### config.mk
export PLATFORM = sky130hd
export DESIGN_NAME = piecewise_linear_gain_schedule_core
export DESIGN_NICKNAME = d
export VERILOG_FILES = /design/src/design/plgs_pkg.sv /design/src/design/piecewise_linear_gain_schedule_core.sv /design/src/design/plgs_cfg_regs.sv /design/src/design/plgs_select.sv /design/src/design/plgs_divider.sv
export SDC_FILE = /design/constraint.sdc
export NUM_CORES = 2
export LEC_CHECK = 0
export CORE_UTILIZATION = 70
export DETAILED_ROUTE_END_ITERATION = 8
export DONT_BUFFER_PORTS = 1
export PLACE_DENSITY = 0.86
export SLEW_MARGIN = 20
export SYNTH_ARGS = -nofsm -noshare
export SYNTH_HDL_FRONTEND = slang
export SYNTH_SLANG_ARGS = --single-unit
### constraint.sdc
create_clock -name clk -period 19.85 [get_ports clk]
set_input_delay 0.9925 -clock clk [delete_from_list [all_inputs] [get_ports clk]]
set_output_delay 0.9925 -clock clk [all_outputs]
set_load 0.02 [all_outputs]
### src/design/plgs_pkg.sv
// Shared widths, register codes and types for the piecewise-linear gain schedule.
package plgs_pkg;

    localparam int POINTS          = 7;
    localparam int NUM_POINT_REGS  = 6;
    localparam int IDX_W           = $clog2(POINTS);

    localparam int ANGLE_W         = 15;
    localparam int GAIN_W          = 16;
    localparam int SEG_W           = 3;
    localparam int CFG_IDX_W       = 3;
    localparam int CFG_DATA_W      = 31;

    localparam int NUM_W           = GAIN_W + ANGLE_W;
    localparam int QUO_W           = GAIN_W;
    localparam int DIV_STAGES      = QUO_W;

    localparam logic [GAIN_W-1:0] BASE_GAIN_RESET = GAIN_W'(1280);

    localparam logic [CFG_IDX_W-1:0] REG_SEGMENT_COUNT = CFG_IDX_W'(0);
    localparam logic [CFG_IDX_W-1:0] REG_BASE_GAIN     = CFG_IDX_W'(1);
    localparam logic [CFG_IDX_W-1:0] REG_POINT1        = CFG_IDX_W'(2);

    typedef struct packed {
        logic [IDX_W-1:0]                  count;
        logic [POINTS-1:0][ANGLE_W-1:0]    angle;
        logic [POINTS-1:0][GAIN_W-1:0]     gain;
    } plgs_table_t;

    typedef struct packed {
        logic [NUM_W-1:0]   num;
        logic [ANGLE_W-1:0] span;
        logic [GAIN_W-1:0]  g0;
        logic               neg;
        logic               hold;
    } plgs_div_in_t;

    typedef struct packed {
        logic [ANGLE_W-1:0] rem;
        logic [QUO_W-1:0]   work;
        logic [ANGLE_W-1:0] span;
        logic [GAIN_W-1:0]  g0;
        logic               neg;
        logic               hold;
    } plgs_div_stage_t;

    typedef struct packed {
        logic [QUO_W-1:0]  quo;
        logic [GAIN_W-1:0] g0;
        logic              neg;
        logic              hold;
    } plgs_div_out_t;

endpackage

### src/design/piecewise_linear_gain_schedule_core.sv
// Top level of the piecewise-linear gain schedule: stage wiring and output register.
//
// Channel  | Handshake                 | Payload
// ---------+---------------------------+-----------------------------------
// angle    | angle_valid / angle_stall | tilt_angle  (Q7.8, 15 bits)
// gain     | gain_valid  / gain_stall  | gain_out    (Q8.8, 16 bits)
// cfg      | cfg_valid   / cfg_ready   | cfg_index (3 bits), cfg_data (31 bits)
//
// Unless stalled, an angle transaction is taken every cycle; each yields exactly one gain
// transaction after three set-up stages (segment search, span and slope, multiply),
// sixteen divider stages producing one quotient bit each, and the output register that
// applies the signed correction to the lower gain. Reset is asynchronous and active low;
// it empties the pipeline and restores the configuration defaults. Each stage holds while
// the next is full and blocked, so a gain stall fills bubbles before angle_stall rises.
module piecewise_linear_gain_schedule_core (
    input  logic                             clk,
    input  logic                             rst_n,

    input  logic                             angle_valid,
    output logic                             angle_stall,
    input  logic [plgs_pkg::ANGLE_W-1:0]     tilt_angle,

    output logic                             gain_valid,
    input  logic                             gain_stall,
    output logic [plgs_pkg::GAIN_W-1:0]      gain_out,

    input  logic                             cfg_valid,
    output logic                             cfg_ready,
    input  logic [plgs_pkg::CFG_IDX_W-1:0]   cfg_index,
    input  logic [plgs_pkg::CFG_DATA_W-1:0]  cfg_data
);

    plgs_pkg::plgs_table_t     tbl;
    plgs_pkg::plgs_div_in_t    div_in;
    plgs_pkg::plgs_div_out_t   div_out;
    logic                      sel_ready;
    logic                      div_in_valid;
    logic                      div_in_ready;
    logic                      div_out_valid;
    logic                      out_en;

    logic                      out_valid_reg;
    logic [plgs_pkg::GAIN_W-1:0] gain_reg;
    logic [plgs_pkg::GAIN_W-1:0] gain_next;

    plgs_cfg_regs u_cfg (
        .clk       (clk),
        .rst_n     (rst_n),
        .cfg_valid (cfg_valid),
        .cfg_ready (cfg_ready),
        .cfg_index (cfg_index),
        .cfg_data  (cfg_data),
        .tbl       (tbl)
    );

    plgs_select u_select (
        .clk         (clk),
        .rst_n       (rst_n),
        .tbl         (tbl),
        .angle_valid (angle_valid),
        .tilt_angle  (tilt_angle),
        .angle_ready (sel_ready),
        .div_valid   (div_in_valid),
        .div_in      (div_in),
        .div_ready   (div_in_ready)
    );

    plgs_divider u_divider (
        .clk        (clk),
        .rst_n      (rst_n),
        .up_valid   (div_in_valid),
        .up_data    (div_in),
        .up_ready   (div_in_ready),
        .down_valid (div_out_valid),
        .down_data  (div_out),
        .down_ready (out_en)
    );

    assign angle_stall = !sel_ready;

    // The output register takes a new result when empty or when its current
    // transaction is being taken.
    assign out_en = !out_valid_reg || !gain_stall;

    // The quotient never exceeds the gain difference, so the sum stays in range.
    always_comb
    begin
        if (div_out.hold)
        begin
            gain_next = div_out.g0;
        end
        else if (div_out.neg)
        begin
            gain_next = div_out.g0 - div_out.quo;
        end
        else
        begin
            gain_next = div_out.g0 + div_out.quo;
        end
    end

    always_ff @(posedge clk or negedge rst_n)
    begin
        if (!rst_n)
        begin
            out_valid_reg <= 1'b0;
        end
        else if (out_en)
        begin
            out_valid_reg <= div_out_valid;
        end
    end

    always_ff @(posedge clk)
    begin
        if (out_en)
        begin
            gain_reg <= gain_next;
        end
    end

    assign gain_valid = out_valid_reg;
    assign gain_out   = gain_reg;

`ifndef SYNTH
    // With the output register empty every stage can advance, so no stall upstream.
    a_no_stall_when_empty: assert property (@(posedge clk) disable iff (!rst_n)
        !out_valid_reg |-> !angle_stall)
        else $error("angle stalled while output register empty");
`endif

endmodule

### src/design/plgs_cfg_regs.sv
// Configuration register file holding the breakpoint table.
module plgs_cfg_regs (
    input  logic                               clk,
    input  logic                               rst_n,
    input  logic                               cfg_valid,
    output logic                               cfg_ready,
    input  logic [plgs_pkg::CFG_IDX_W-1:0]     cfg_index,
    input  logic [plgs_pkg::CFG_DATA_W-1:0]    cfg_data,
    output plgs_pkg::plgs_table_t              tbl
);

    logic [plgs_pkg::SEG_W-1:0]  segment_count_reg;
    logic [plgs_pkg::GAIN_W-1:0] base_gain_reg;

    assign cfg_ready = 1'b1;

    always_ff @(posedge clk or negedge rst_n)
    begin
        if (!rst_n)
        begin
            segment_count_reg <= '0;
            base_gain_reg     <= plgs_pkg::BASE_GAIN_RESET;
        end
        else if (cfg_valid)
        begin
            if (cfg_index == plgs_pkg::REG_SEGMENT_COUNT)
            begin
                segment_count_reg <= cfg_data[plgs_pkg::SEG_W-1:0];
            end
            if (cfg_index == plgs_pkg::REG_BASE_GAIN)
            begin
                base_gain_reg <= cfg_data[plgs_pkg::GAIN_W-1:0];
            end
        end
    end

    // Counts beyond the table are clamped to its last entry.
    assign tbl.count = (32'(segment_count_reg) > plgs_pkg::POINTS - 1) ?
                       plgs_pkg::IDX_W'(plgs_pkg::POINTS - 1) :
                       plgs_pkg::IDX_W'(segment_count_reg);

    assign tbl.angle[0] = '0;
    assign tbl.gain[0]  = base_gain_reg;

    for (genvar p = 1; p < plgs_pkg::POINTS; p++)
    begin : g_point
        if (p <= plgs_pkg::NUM_POINT_REGS)
        begin : g_reg
            logic [plgs_pkg::ANGLE_W-1:0] angle_reg;
            logic [plgs_pkg::GAIN_W-1:0]  gain_reg;

            always_ff @(posedge clk or negedge rst_n)
            begin
                if (!rst_n)
                begin
                    angle_reg <= '0;
                    gain_reg  <= '0;
                end
                else if (cfg_valid &&
                         (cfg_index == plgs_pkg::REG_POINT1 + plgs_pkg::CFG_IDX_W'(p - 1)))
                begin
                    angle_reg <= cfg_data[plgs_pkg::GAIN_W +: plgs_pkg::ANGLE_W];
                    gain_reg  <= cfg_data[plgs_pkg::GAIN_W-1:0];
                end
            end

            assign tbl.angle[p] = angle_reg;
            assign tbl.gain[p]  = gain_reg;
        end
        else
        begin : g_zero
            // Breakpoints with no register behind them read as zero.
            assign tbl.angle[p] = '0;
            assign tbl.gain[p]  = '0;
        end
    end

endmodule

### src/design/plgs_select.sv
// Segment search, span and slope set-up, and slope-by-offset product stages.
module plgs_select (
    input  logic                             clk,
    input  logic                             rst_n,
    input  plgs_pkg::plgs_table_t            tbl,
    input  logic                             angle_valid,
    input  logic [plgs_pkg::ANGLE_W-1:0]     tilt_angle,
    output logic                             angle_ready,
    output logic                             div_valid,
    output plgs_pkg::plgs_div_in_t           div_in,
    input  logic                             div_ready
);

    logic [plgs_pkg::IDX_W-1:0]   sel;
    logic [plgs_pkg::ANGLE_W-1:0] a0;
    logic [plgs_pkg::ANGLE_W-1:0] a1;
    logic [plgs_pkg::GAIN_W-1:0]  g0;
    logic [plgs_pkg::GAIN_W-1:0]  g1;

    logic                         en1;
    logic                         en2;
    logic                         en3;

    logic                         s1_valid_reg;
    logic [plgs_pkg::ANGLE_W-1:0] s1_a_reg;
    logic [plgs_pkg::ANGLE_W-1:0] s1_a0_reg;
    logic [plgs_pkg::ANGLE_W-1:0] s1_a1_reg;
    logic [plgs_pkg::GAIN_W-1:0]  s1_g0_reg;
    logic [plgs_pkg::GAIN_W-1:0]  s1_g1_reg;
    logic                         s1_top_reg;

    logic                         s2_valid_reg;
    logic [plgs_pkg::ANGLE_W-1:0] s2_span_reg;
    logic [plgs_pkg::ANGLE_W-1:0] s2_da_reg;
    logic [plgs_pkg::GAIN_W-1:0]  s2_mag_reg;
    logic [plgs_pkg::GAIN_W-1:0]  s2_g0_reg;
    logic                         s2_neg_reg;
    logic                         s2_hold_reg;

    logic                         s3_valid_reg;
    plgs_pkg::plgs_div_in_t       s3_reg;

    assign en3         = !s3_valid_reg || div_ready;
    assign en2         = !s2_valid_reg || en3;
    assign en1         = !s1_valid_reg || en2;
    assign angle_ready = en1;

    // Highest used breakpoint at or below the angle. Breakpoint 0 always matches.
    always_comb
    begin
        sel = '0;
        a0  = '0;
        a1  = '0;
        g0  = '0;
        g1  = '0;
        for (int i = 0; i < plgs_pkg::POINTS; i++)
        begin
            int nxt;
            nxt = (i < plgs_pkg::POINTS - 1) ? i + 1 : i;
            if ((plgs_pkg::IDX_W'(i) <= tbl.count) && (tilt_angle >= tbl.angle[i]))
            begin
                sel = plgs_pkg::IDX_W'(i);
                a0  = tbl.angle[i];
                g0  = tbl.gain[i];
                a1  = tbl.angle[nxt];
                g1  = tbl.gain[nxt];
            end
        end
    end

    always_ff @(posedge clk or negedge rst_n)
    begin
        if (!rst_n)
        begin
            s1_valid_reg <= 1'b0;
            s2_valid_reg <= 1'b0;
            s3_valid_reg <= 1'b0;
        end
        else
        begin
            if (en1)
            begin
                s1_valid_reg <= angle_valid;
            end
            if (en2)
            begin
                s2_valid_reg <= s1_valid_reg;
            end
            if (en3)
            begin
                s3_valid_reg <= s2_valid_reg;
            end
        end
    end

    always_ff @(posedge clk)
    begin
        if (en1)
        begin
            s1_a_reg   <= tilt_angle;
            s1_a0_reg  <= a0;
            s1_a1_reg  <= a1;
            s1_g0_reg  <= g0;
            s1_g1_reg  <= g1;
            s1_top_reg <= (sel == tbl.count);
        end
        if (en2)
        begin
            s2_span_reg <= s1_a1_reg - s1_a0_reg;
            s2_da_reg   <= s1_a_reg - s1_a0_reg;
            s2_neg_reg  <= (s1_g1_reg < s1_g0_reg);
            s2_mag_reg  <= (s1_g1_reg < s1_g0_reg) ? s1_g0_reg - s1_g1_reg
                                                   : s1_g1_reg - s1_g0_reg;
            s2_g0_reg   <= s1_g0_reg;
            s2_hold_reg <= s1_top_reg || (s1_a1_reg <= s1_a0_reg);
        end
        if (en3)
        begin
            s3_reg.num  <= s2_hold_reg ? '0 : s2_mag_reg * s2_da_reg;
            s3_reg.span <= s2_span_reg;
            s3_reg.g0   <= s2_g0_reg;
            s3_reg.neg  <= s2_neg_reg;
            s3_reg.hold <= s2_hold_reg;
        end
    end

    assign div_valid = s3_valid_reg;
    assign div_in    = s3_reg;

`ifndef SYNTH
    // Below the top breakpoint the upper breakpoint lies strictly above the angle.
    a_upper_above: assert property (@(posedge clk) disable iff (!rst_n)
        (s1_valid_reg && !s1_top_reg) |-> (s1_a1_reg > s1_a_reg))
        else $error("upper breakpoint not above angle");

    // The divider needs a quotient that fits its width.
    a_quotient_fits: assert property (@(posedge clk) disable iff (!rst_n)
        (s3_valid_reg && !s3_reg.hold) |->
            (s3_reg.num[plgs_pkg::NUM_W-1 -: plgs_pkg::ANGLE_W] < s3_reg.span))
        else $error("dividend too large for span");
`endif

endmodule

### src/design/plgs_divider.sv
// Pipelined restoring divider, one quotient bit per stage.
module plgs_divider (
    input  logic                        clk,
    input  logic                        rst_n,
    input  logic                        up_valid,
    input  plgs_pkg::plgs_div_in_t      up_data,
    output logic                        up_ready,
    output logic                        down_valid,
    output plgs_pkg::plgs_div_out_t     down_data,
    input  logic                        down_ready
);

    plgs_pkg::plgs_div_stage_t st_reg [plgs_pkg::DIV_STAGES];
    plgs_pkg::plgs_div_stage_t st_in  [plgs_pkg::DIV_STAGES];
    logic                      v_reg  [plgs_pkg::DIV_STAGES];
    logic                      v_in   [plgs_pkg::DIV_STAGES];
    logic                      en     [plgs_pkg::DIV_STAGES+1];

    function automatic plgs_pkg::plgs_div_stage_t div_step(plgs_pkg::plgs_div_stage_t s);
        plgs_pkg::plgs_div_stage_t r;
        logic [plgs_pkg::ANGLE_W:0] t;
        logic                       ge;
        r    = s;
        t    = {s.rem, s.work[plgs_pkg::QUO_W-1]};
        ge   = (t >= {1'b0, s.span});
        r.rem  = ge ? plgs_pkg::ANGLE_W'(t - {1'b0, s.span}) : t[plgs_pkg::ANGLE_W-1:0];
        r.work = {s.work[plgs_pkg::QUO_W-2:0], ge};
        return r;
    endfunction

    assign en[plgs_pkg::DIV_STAGES] = down_ready;
    assign up_ready = en[0];

    assign st_in[0].rem  = up_data.num[plgs_pkg::NUM_W-1 -: plgs_pkg::ANGLE_W];
    assign st_in[0].work = up_data.num[plgs_pkg::QUO_W-1:0];
    assign st_in[0].span = up_data.span;
    assign st_in[0].g0   = up_data.g0;
    assign st_in[0].neg  = up_data.neg;
    assign st_in[0].hold = up_data.hold;
    assign v_in[0]       = up_valid;

    for (genvar k = 0; k < plgs_pkg::DIV_STAGES; k++)
    begin : g_stage
        if (k > 0)
        begin : g_link
            assign st_in[k] = st_reg[k-1];
            assign v_in[k]  = v_reg[k-1];
        end

        assign en[k] = !v_reg[k] || en[k+1];

        always_ff @(posedge clk or negedge rst_n)
        begin
            if (!rst_n)
            begin
                v_reg[k] <= 1'b0;
            end
            else if (en[k])
            begin
                v_reg[k] <= v_in[k];
            end
        end

        always_ff @(posedge clk)
        begin
            if (en[k])
            begin
                st_reg[k] <= div_step(st_in[k]);
            end
        end
    end

    assign down_valid     = v_reg[plgs_pkg::DIV_STAGES-1];
    assign down_data.quo  = st_reg[plgs_pkg::DIV_STAGES-1].work;
    assign down_data.g0   = st_reg[plgs_pkg::DIV_STAGES-1].g0;
    assign down_data.neg  = st_reg[plgs_pkg::DIV_STAGES-1].neg;
    assign down_data.hold = st_reg[plgs_pkg::DIV_STAGES-1].hold;

`ifndef SYNTH
    // A restoring step always leaves a remainder below the divisor.
    a_rem_below_span: assert property (@(posedge clk) disable iff (!rst_n)
        (v_reg[plgs_pkg::DIV_STAGES-1] && !st_reg[plgs_pkg::DIV_STAGES-1].hold) |->
            (st_reg[plgs_pkg::DIV_STAGES-1].rem < st_reg[plgs_pkg::DIV_STAGES-1].span))
        else $error("divider remainder not below span");
`endif

endmodule

# Word-level counts from Yosys, hierarchy flattened
# Memories as Yosys holds them, arrays and structs flattened.
# Cells that the tools add are included.
# W data, S select, Z words.
[word_totals]
elab_cells = 261
out_inout_bits = 19
mem_count = 1
in_bits = 54
ramBits = 1024
register_bits = 447
[memory_table]
columns = ["memory", "words", "word_bits", "read_ports", "rd_clocked_by_memory_dff", "write_ports", "line_no", "rtl"]
rows = [
  ["u_divider.st_reg", 16, 64, 16, 0, 16, "plgs_divider.sv:13", "plgs_pkg::plgs_div_stage_t st_reg [plgs_pkg::DIV_STAGES];"],
]
[op_classes]
n_addsub = 22
eq_ne = 8
reduce_logical = 59
mux = 85
multipliers = 1
order_cmp = 33
[ops]
columns = ["cell", "count"]
rows = [
  ["$mux W15", 29],
  ["$mux W16", 17],
  ["$sub A15 B15 Y15", 18],
  ["$ge A16 B15 Y1", 16],
  ["$ge A15 B15 Y1", 6],
  ["$sub A16 B16 Y16", 3],
  ["$mux W1", 33],
  ["$mul A16 B15 Y31", 1],
  ["$logic_not A1 Y1", 22],
  ["$logic_or A1 B1 Y1", 21],
  ["$add A16 B16 Y16", 1],
  ["$lt A16 B16 Y1", 1],
  ["$ge A15 B1 Y1 const B", 1],
  ["$le A15 B15 Y1", 1],
  ["$logic_and A1 B1 Y1", 13],
  ["$eq A3 B3 Y1 const B", 4],
  ["$mux W3", 4],
  ["$le A3 B3 Y1 const A", 3],
  ["$eq A3 B2 Y1 const B", 2],
  ["$le A1 B3 Y1 const A", 2],
  ["$le A2 B3 Y1 const A", 2],
  ["$mux W2", 2],
  ["$reduce_and A2 Y1", 2],
  ["$eq A3 B1 Y1 const B", 1],
  ["other kinds (3)", 3],
]

# Depth between registers and ports, before layout
[logic_depth]
ltp_word = 22
ltp_mapped = 23
depth_no_buf = 22

# Modules after synthesis
# From an unflattened synthesis, not the netlist that was laid out.
[hier_totals]
hier_cells = 6063
hier_area_um2 = 76896.2
[modules_own_cells]
columns = ["module", "area_each_um2", "seq_area_each_um2", "cells_per_inst", "instances"]
rows = [
  ["plgs_divider", 44450.1, 30249.0, 2968, 1],
  ["plgs_select", 22858.2, 6261.0, 2442, 1],
  ["plgs_cfg_regs", 7872.6, 5132.4, 459, 1],
  ["piecewise_linear_gain_schedule_core", 1715.4, 505.5, 194, 1],
]

# Least setup slack after synthesis
# No wires, ideal clock.
[synth_path]
path_type = "input -> output"
start = "in gain_stall"
end = "out angle_stall"
cell_stages = 8
t_arrival_ns = 7.836
setup_slack_ns = 11.022
required_time_ns = 18.858
n_path_buf = 0
cell_sequence = "nand3_1 nor2_1 nand2_1 nor3_1 and4_1 and3_1 nand4_1 inv_1"
[synth_lines]
columns = ["item", "line_no", "rtl"]
rows = [
  ["start: declaration", "piecewise_linear_gain_schedule_core.sv:24", "input logic gain_stall,"],
  ["end: declaration", "piecewise_linear_gain_schedule_core.sv:20", "output logic angle_stall,"],
]

# Worst setup path in the final report
[layout_path]
start = "reg u_select.s2_mag_reg[5] in the netlist's numbering"
end = "reg u_select.s3_reg, in the netlist u_select.div_in[61] (data pin)"
[layout_via]
elab_chain_cells = 1
[layout_lines]
columns = ["item", "line_no", "rtl"]
rows = [
  ["start: declaration", "plgs_select.sv:35", "logic [plgs_pkg::GAIN_W-1:0] s2_mag_reg;"],
  ["start signal: assignment", "plgs_select.sv:112", "s2_mag_reg <= (s1_g1_reg < s1_g0_reg) ? s1_g0_reg - s1_g1_reg"],
  ["$mul A16 B15 Y31", "plgs_select.sv:119", "s3_reg.num <= s2_hold_reg ? '0 : s2_mag_reg * s2_da_reg;"],
  ["end: declaration", "plgs_select.sv:41", "plgs_pkg::plgs_div_in_t s3_reg;"],
]
# No other way between the ends.
# A chain may end at the register's enable or synchronous reset.

==> flow_results.xml <==
<?xml version="1.0" encoding="UTF-8"?>
<metrics>
  <group name="timing">
    <metric name="slew_margin_rel" unit="">0.211</metric>
    <metric name="hold_viol_final" unit="">0</metric>
    <metric name="worstMarginPinSlew" unit="ns">1.18</metric>
    <metric name="fin_worst_skew" unit="ns">0.0460</metric>
    <metric name="achievable-frequency" unit="GHz">0.147</metric>
    <metric name="final.period_utilization" unit="">0.344</metric>
    <metric name="fin_crit_period" unit="ns">6.82</metric>
    <metric name="timing.setup.tns" unit="ns">0</metric>
    <metric name="final-setup-viol-count" unit="">0</metric>
    <metric name="rsz_0062_raised_after_global_routing" unit="">false</metric>
    <metric name="final-max-slew-violation-count" unit="">0</metric>
  </group>
  <group name="detailed_routing">
    <metric name="routed_wire_length_per_instance" unit="um">22.4</metric>
    <metric name="detail_route.first_pass.iterations" unit="">6</metric>
    <metric name="avgViaCountPerCell" unit="">6.38</metric>
    <metric name="drtIter0Drc" unit="">5202</metric>
    <metric name="drtAntennaViolNets" unit="">0</metric>
    <metric name="detail_route.drc_violations" unit="">0</metric>
    <metric name="drt-total-wl" unit="mm">173</metric>
    <metric name="dr_total_vias" unit="">49500</metric>
  </group>
  <group name="clocking">
    <metric name="cts_tree" unit="">done</metric>
    <metric name="insertion_delay" unit="ns">0.79</metric>
    <metric name="cts_buffers" unit="">145</metric>
    <metric name="cts_htree_levels" unit="">4</metric>
    <metric name="cts.path.max_buffers" unit="">3</metric>
    <metric name="clock_sink_total" unit="">1441</metric>
    <metric name="cts.clk_slew.worst_paths" unit="ns">0.06</metric>
    <metric name="cts.root.buffer_cell" unit="">sky130_fd_sc_hd__clkbuf_16</metric>
  </group>
  <group name="job">
    <metric name="max-cap-violations" unit="">0</metric>
  </group>
  <group name="die">
    <metric name="number_of_standard_cell_rows_in_the_floorplan" unit="">120</metric>
    <metric name="die_area" unit="um^2">111000</metric>
    <metric name="floorplan.die.height" unit="um">333</metric>
    <metric name="core_region_area" unit="um^2">108000</metric>
    <metric name="initial_core_util" unit="">0.711</metric>
    <metric name="floorplan.io_pins" unit="">73</metric>
    <metric name="die-width" unit="um">333</metric>
  </group>
  <group name="synthesis">
    <metric name="synthAdderAreaFrac" unit="">0.134</metric>
    <metric name="ys_warn_count" unit="">0</metric>
    <metric name="yosys.area_share.simple" unit="">0.0911</metric>
    <metric name="synth-compound-area-share" unit="">0.104</metric>
    <metric name="largest_family_of_logic_cells_by_synthesized_area" unit="">adder cells</metric>
    <metric name="postSynth.topFlopCell" unit="">sky130_fd_sc_hd__edfxtp_1</metric>
    <metric name="ys_ff_latch" unit="">1441</metric>
    <metric name="synth_enable_flop_cells" unit="">1216</metric>
    <metric name="synth_sequential_area_ratio" unit="">0.551</metric>
    <metric name="synthArstFlopShare" unit="">0.156</metric>
    <metric name="synth.area.mux_share" unit="">0.0502</metric>
    <metric name="netlist-cell-type-count" unit="">92</metric>
    <metric name="synth.cell_area" unit="um^2">76500</metric>
    <metric name="yosys.area_share.xor_xnor" unit="">0.0248</metric>
    <metric name="postSynthAreaPerCell" unit="um^2">12.3</metric>
    <metric name="gate_count_of_the_mapped_netlist" unit="">6215</metric>
    <metric name="mapped_nets" unit="">6970</metric>
  </group>
  <group name="finish">
    <metric name="largest_register_ffs" unit="">994</metric>
    <metric name="ratio_of_cells_with_drive_above_1_in_the_final_layout" unit="">0.106</metric>
    <metric name="synthToLayoutAreaGrowth" unit="%">8.23</metric>
    <metric name="mostFrequentLayoutCells" unit="">sky130_fd_sc_hd__edfxtp_1 (1216), sky130_fd_sc_hd__inv_1 (696), sky130_fd_sc_hd__ha_1 (501)</metric>
    <metric name="mostFrequentLayoutCell" unit="">sky130_fd_sc_hd__edfxtp_1</metric>
    <metric name="nets" unit="">6980</metric>
    <metric name="nFillCells" unit="">6440</metric>
    <metric name="ant_diodes" unit="">0</metric>
  </group>
  <group name="setup_path">
    <metric name="cp-end-kind" unit="">flip-flop</metric>
    <metric name="cp.required" unit="ns">20.33</metric>
    <metric name="rr_startpoint" unit="">u_select.s2_mag_reg[5]</metric>
    <metric name="regToRegSetupSlack" unit="ns">13.03</metric>
    <metric name="arrival" unit="ns">7.30</metric>
    <metric name="worstSetupPathType" unit="">reg2reg</metric>
    <metric name="crit_path_start_kind" unit="">flip-flop</metric>
    <metric name="critical_path_fanout_max" unit="">15</metric>
    <metric name="worst-path-buf-inv" unit="">6</metric>
    <metric name="timing.critical_path.slowest_cell_delay" unit="ns">0.65</metric>
    <metric name="worst_setup_path_startpoint" unit="">u_select.s2_mag_reg[5]</metric>
    <metric name="critical_path.cell_chain" unit="">and2_1 &gt; fa_1 &gt; inv_1 &gt; fa_1 &gt; inv_1 &gt; fa_1 &gt; inv_1 &gt; fa_1 &gt; inv_1 &gt; fa_1 &gt; inv_1 &gt; fa_1 &gt; inv_1 &gt; ha_1 &gt; a211oi_1 &gt; o211ai_1 &gt; nand4b_1 &gt; a21oi_1 &gt; o41ai_1 &gt; a21boi_0 &gt; nor3_1 &gt; nor3_1</metric>
    <metric name="slowest_stage" unit="">sky130_fd_sc_hd__edfxtp_1</metric>
    <metric name="critPathTopFamily" unit="">adder cells</metric>
  </group>
  <group name="place">
    <metric name="dp_hpwl" unit="mm">116</metric>
    <metric name="gp_congestion" unit="">0.935</metric>
    <metric name="buffer_ports.inserted" unit="">0</metric>
  </group>
  <group name="global_routing">
    <metric name="grt_start_max_net_pins" unit="">224</metric>
    <metric name="number_of_antenna_violations_at_the_first_check_in_global_routing" unit="">1</metric>
    <metric name="grt_first_pass_wirelength" unit="mm">275</metric>
    <metric name="grt_usage" unit="">0.318</metric>
    <metric name="gr-total-overflow" unit="">0</metric>
    <metric name="grt_pass1_vias" unit="">50500</metric>
  </group>
  <group name="worst_hold_path">
    <metric name="hp-class" unit="">in2async</metric>
  </group>
  <group name="status">
    <metric name="outcome" unit="">completed</metric>
  </group>
</metrics>
[final cells by class]
type / instances / area, um^2 / area share
Timing Repair Buffer: 42 / 355 / 0.00429
Sequential cell: 1441 / 42100 / 0.509
Tap cell: 1403 / 1760 / 0.0212
Clock buffer: 187 / 3920 / 0.0473
Clock inverter: 78 / 880 / 0.0106
Inverter: 701 / 2630 / 0.0318
Multi-Input combinational cell: 3894 / 31100 / 0.376
[stage by stage]
| step | utilization | area [um^2] | instances | setup WS [ns] | hold WS [ns] |
|---|---|---|---|---|---|
| CTS | 0.769 | 82800 | 7745 | 13.09 | 0.0282 |
| floorplan | - | 76500 | 6215 | 11.02 | 0.400 |
| finish | 0.769 | 82800 | 7746 | 13.03 | 0.0729 |
| global placement | 0.724 | 77900 | 7479 | 13.28 | 0.400 |
| global route | 0.769 | 82800 | 7746 | 12.63 | 0.0444 |
| detailed placement | 0.724 | 77900 | 7479 | 13.16 | 0.405 |
[cells in the mapped netlist, types with 12 or more instances]
cell | count | area (um^2)
sky130_fd_sc_hd__a31oi_1 | 104 | 651
sky130_fd_sc_hd__nor4_1 | 18 | 113
sky130_fd_sc_hd__o21a_1 | 64 | 480
sky130_fd_sc_hd__o21bai_1 | 15 | 113
sky130_fd_sc_hd__o211ai_1 | 33 | 248
sky130_fd_sc_hd__ha_1 | 501 | 6270
sky130_fd_sc_hd__xnor2_1 | 160 | 1400
sky130_fd_sc_hd__or2_2 | 34 | 213
sky130_fd_sc_hd__buf_2 | 33 | 165
sky130_fd_sc_hd__fa_1 | 200 | 4000
sky130_fd_sc_hd__mux2i_1 | 37 | 370
sky130_fd_sc_hd__o22ai_1 | 15 | 93.8
sky130_fd_sc_hd__a22o_1 | 19 | 166
sky130_fd_sc_hd__o21ai_0 | 301 | 1510
sky130_fd_sc_hd__a21o_1 | 74 | 556
sky130_fd_sc_hd__nor2_1 | 319 | 1200
sky130_fd_sc_hd__a211oi_1 | 54 | 405
sky130_fd_sc_hd__mux2_2 | 308 | 3470
sky130_fd_sc_hd__buf_4 | 12 | 90.1
sky130_fd_sc_hd__buf_1 | 16 | 60.1
sky130_fd_sc_hd__and2_1 | 158 | 988
sky130_fd_sc_hd__nor3b_1 | 12 | 90.1
sky130_fd_sc_hd__or3_1 | 27 | 169
sky130_fd_sc_hd__and3_1 | 29 | 181
sky130_fd_sc_hd__nor3_1 | 112 | 561
sky130_fd_sc_hd__clkbuf_1 | 116 | 435
sky130_fd_sc_hd__nand2_1 | 321 | 1200
sky130_fd_sc_hd__a211o_1 | 16 | 140
sky130_fd_sc_hd__edfxtp_1 | 1216 | 36500
sky130_fd_sc_hd__o31ai_1 | 28 | 210
sky130_fd_sc_hd__inv_1 | 701 | 2630
sky130_fd_sc_hd__nor2b_1 | 57 | 357
sky130_fd_sc_hd__xor2_1 | 57 | 499
sky130_fd_sc_hd__o41a_1 | 12 | 135
sky130_fd_sc_hd__nand2b_1 | 96 | 601
sky130_fd_sc_hd__a21boi_0 | 16 | 120
sky130_fd_sc_hd__a221o_1 | 22 | 220
sky130_fd_sc_hd__nand4_1 | 75 | 469
sky130_fd_sc_hd__dfrtp_1 | 223 | 5580
sky130_fd_sc_hd__a21oi_1 | 343 | 1720
sky130_fd_sc_hd__nand3_1 | 85 | 425
[metal layers]
metal  wire (um)  part of all wire  track usage
met5           0                 0            0
met4        8260             0.048        0.153
met3       10900             0.063       0.0469
met2       87100              0.50        0.544
met1       67200              0.39        0.399
[worst register-to-register path, stage by stage (launching register included)]
cell and delay [ns]:
sky130_fd_sc_hd__edfxtp_1 0.65, sky130_fd_sc_hd__and2_1 0.28, sky130_fd_sc_hd__fa_1 0.54, sky130_fd_sc_hd__inv_1 0.06, sky130_fd_sc_hd__fa_1 0.53, sky130_fd_sc_hd__inv_1 0.05
sky130_fd_sc_hd__fa_1 0.50, sky130_fd_sc_hd__inv_1 0.05, sky130_fd_sc_hd__fa_1 0.48, sky130_fd_sc_hd__inv_1 0.07, sky130_fd_sc_hd__fa_1 0.54, sky130_fd_sc_hd__inv_1 0.06
sky130_fd_sc_hd__fa_1 0.54, sky130_fd_sc_hd__inv_1 0.05, sky130_fd_sc_hd__ha_1 0.28, sky130_fd_sc_hd__a211oi_1 0.33, sky130_fd_sc_hd__o211ai_1 0.20, sky130_fd_sc_hd__nand4b_1 0.23
sky130_fd_sc_hd__a21oi_1 0.15, sky130_fd_sc_hd__o41ai_1 0.50, sky130_fd_sc_hd__a21boi_0 0.21, sky130_fd_sc_hd__nor3_1 0.21, sky130_fd_sc_hd__nor3_1 0.08
[timing repair]
| item | CTS | global route |
|---|---|---|
| hold endpoints to repair | 223 | 0 |
| setup buffers | 0 | 0 |
| resized for setup | 0 | 0 |
| hold buffers | 1 | 0 |
[path summary, 6_finish.rpt]
kind | endpoint | cells after the start
setup reg to reg | u_select.div_in[61] | 22
hold reg to reg | u_divider.st_reg[0][424] | 0
min in group clk | u_select.s1_a_reg[5] | 0
hold / removal | u_cfg.base_gain_reg[8] | 0
max in group asynchronous | u_cfg.g_point[2].g_reg.angle_reg[1] | 2
setup / recovery | u_select.div_in[61] | 22
[cells by family after synthesis]
group,Yosys count
adder cells (fa/ha/maj),701
XOR/XNOR,217
AO/OA/AOI/OAI,1242
other,1
multiplexers,345
buffers and inverters,880
flip-flops,1441
AND/OR/NAND/NOR,1388
Power is left out: the tool's default activity adds up to more than one toggle a clock period on the data nets, which glitch-free logic cannot reach.
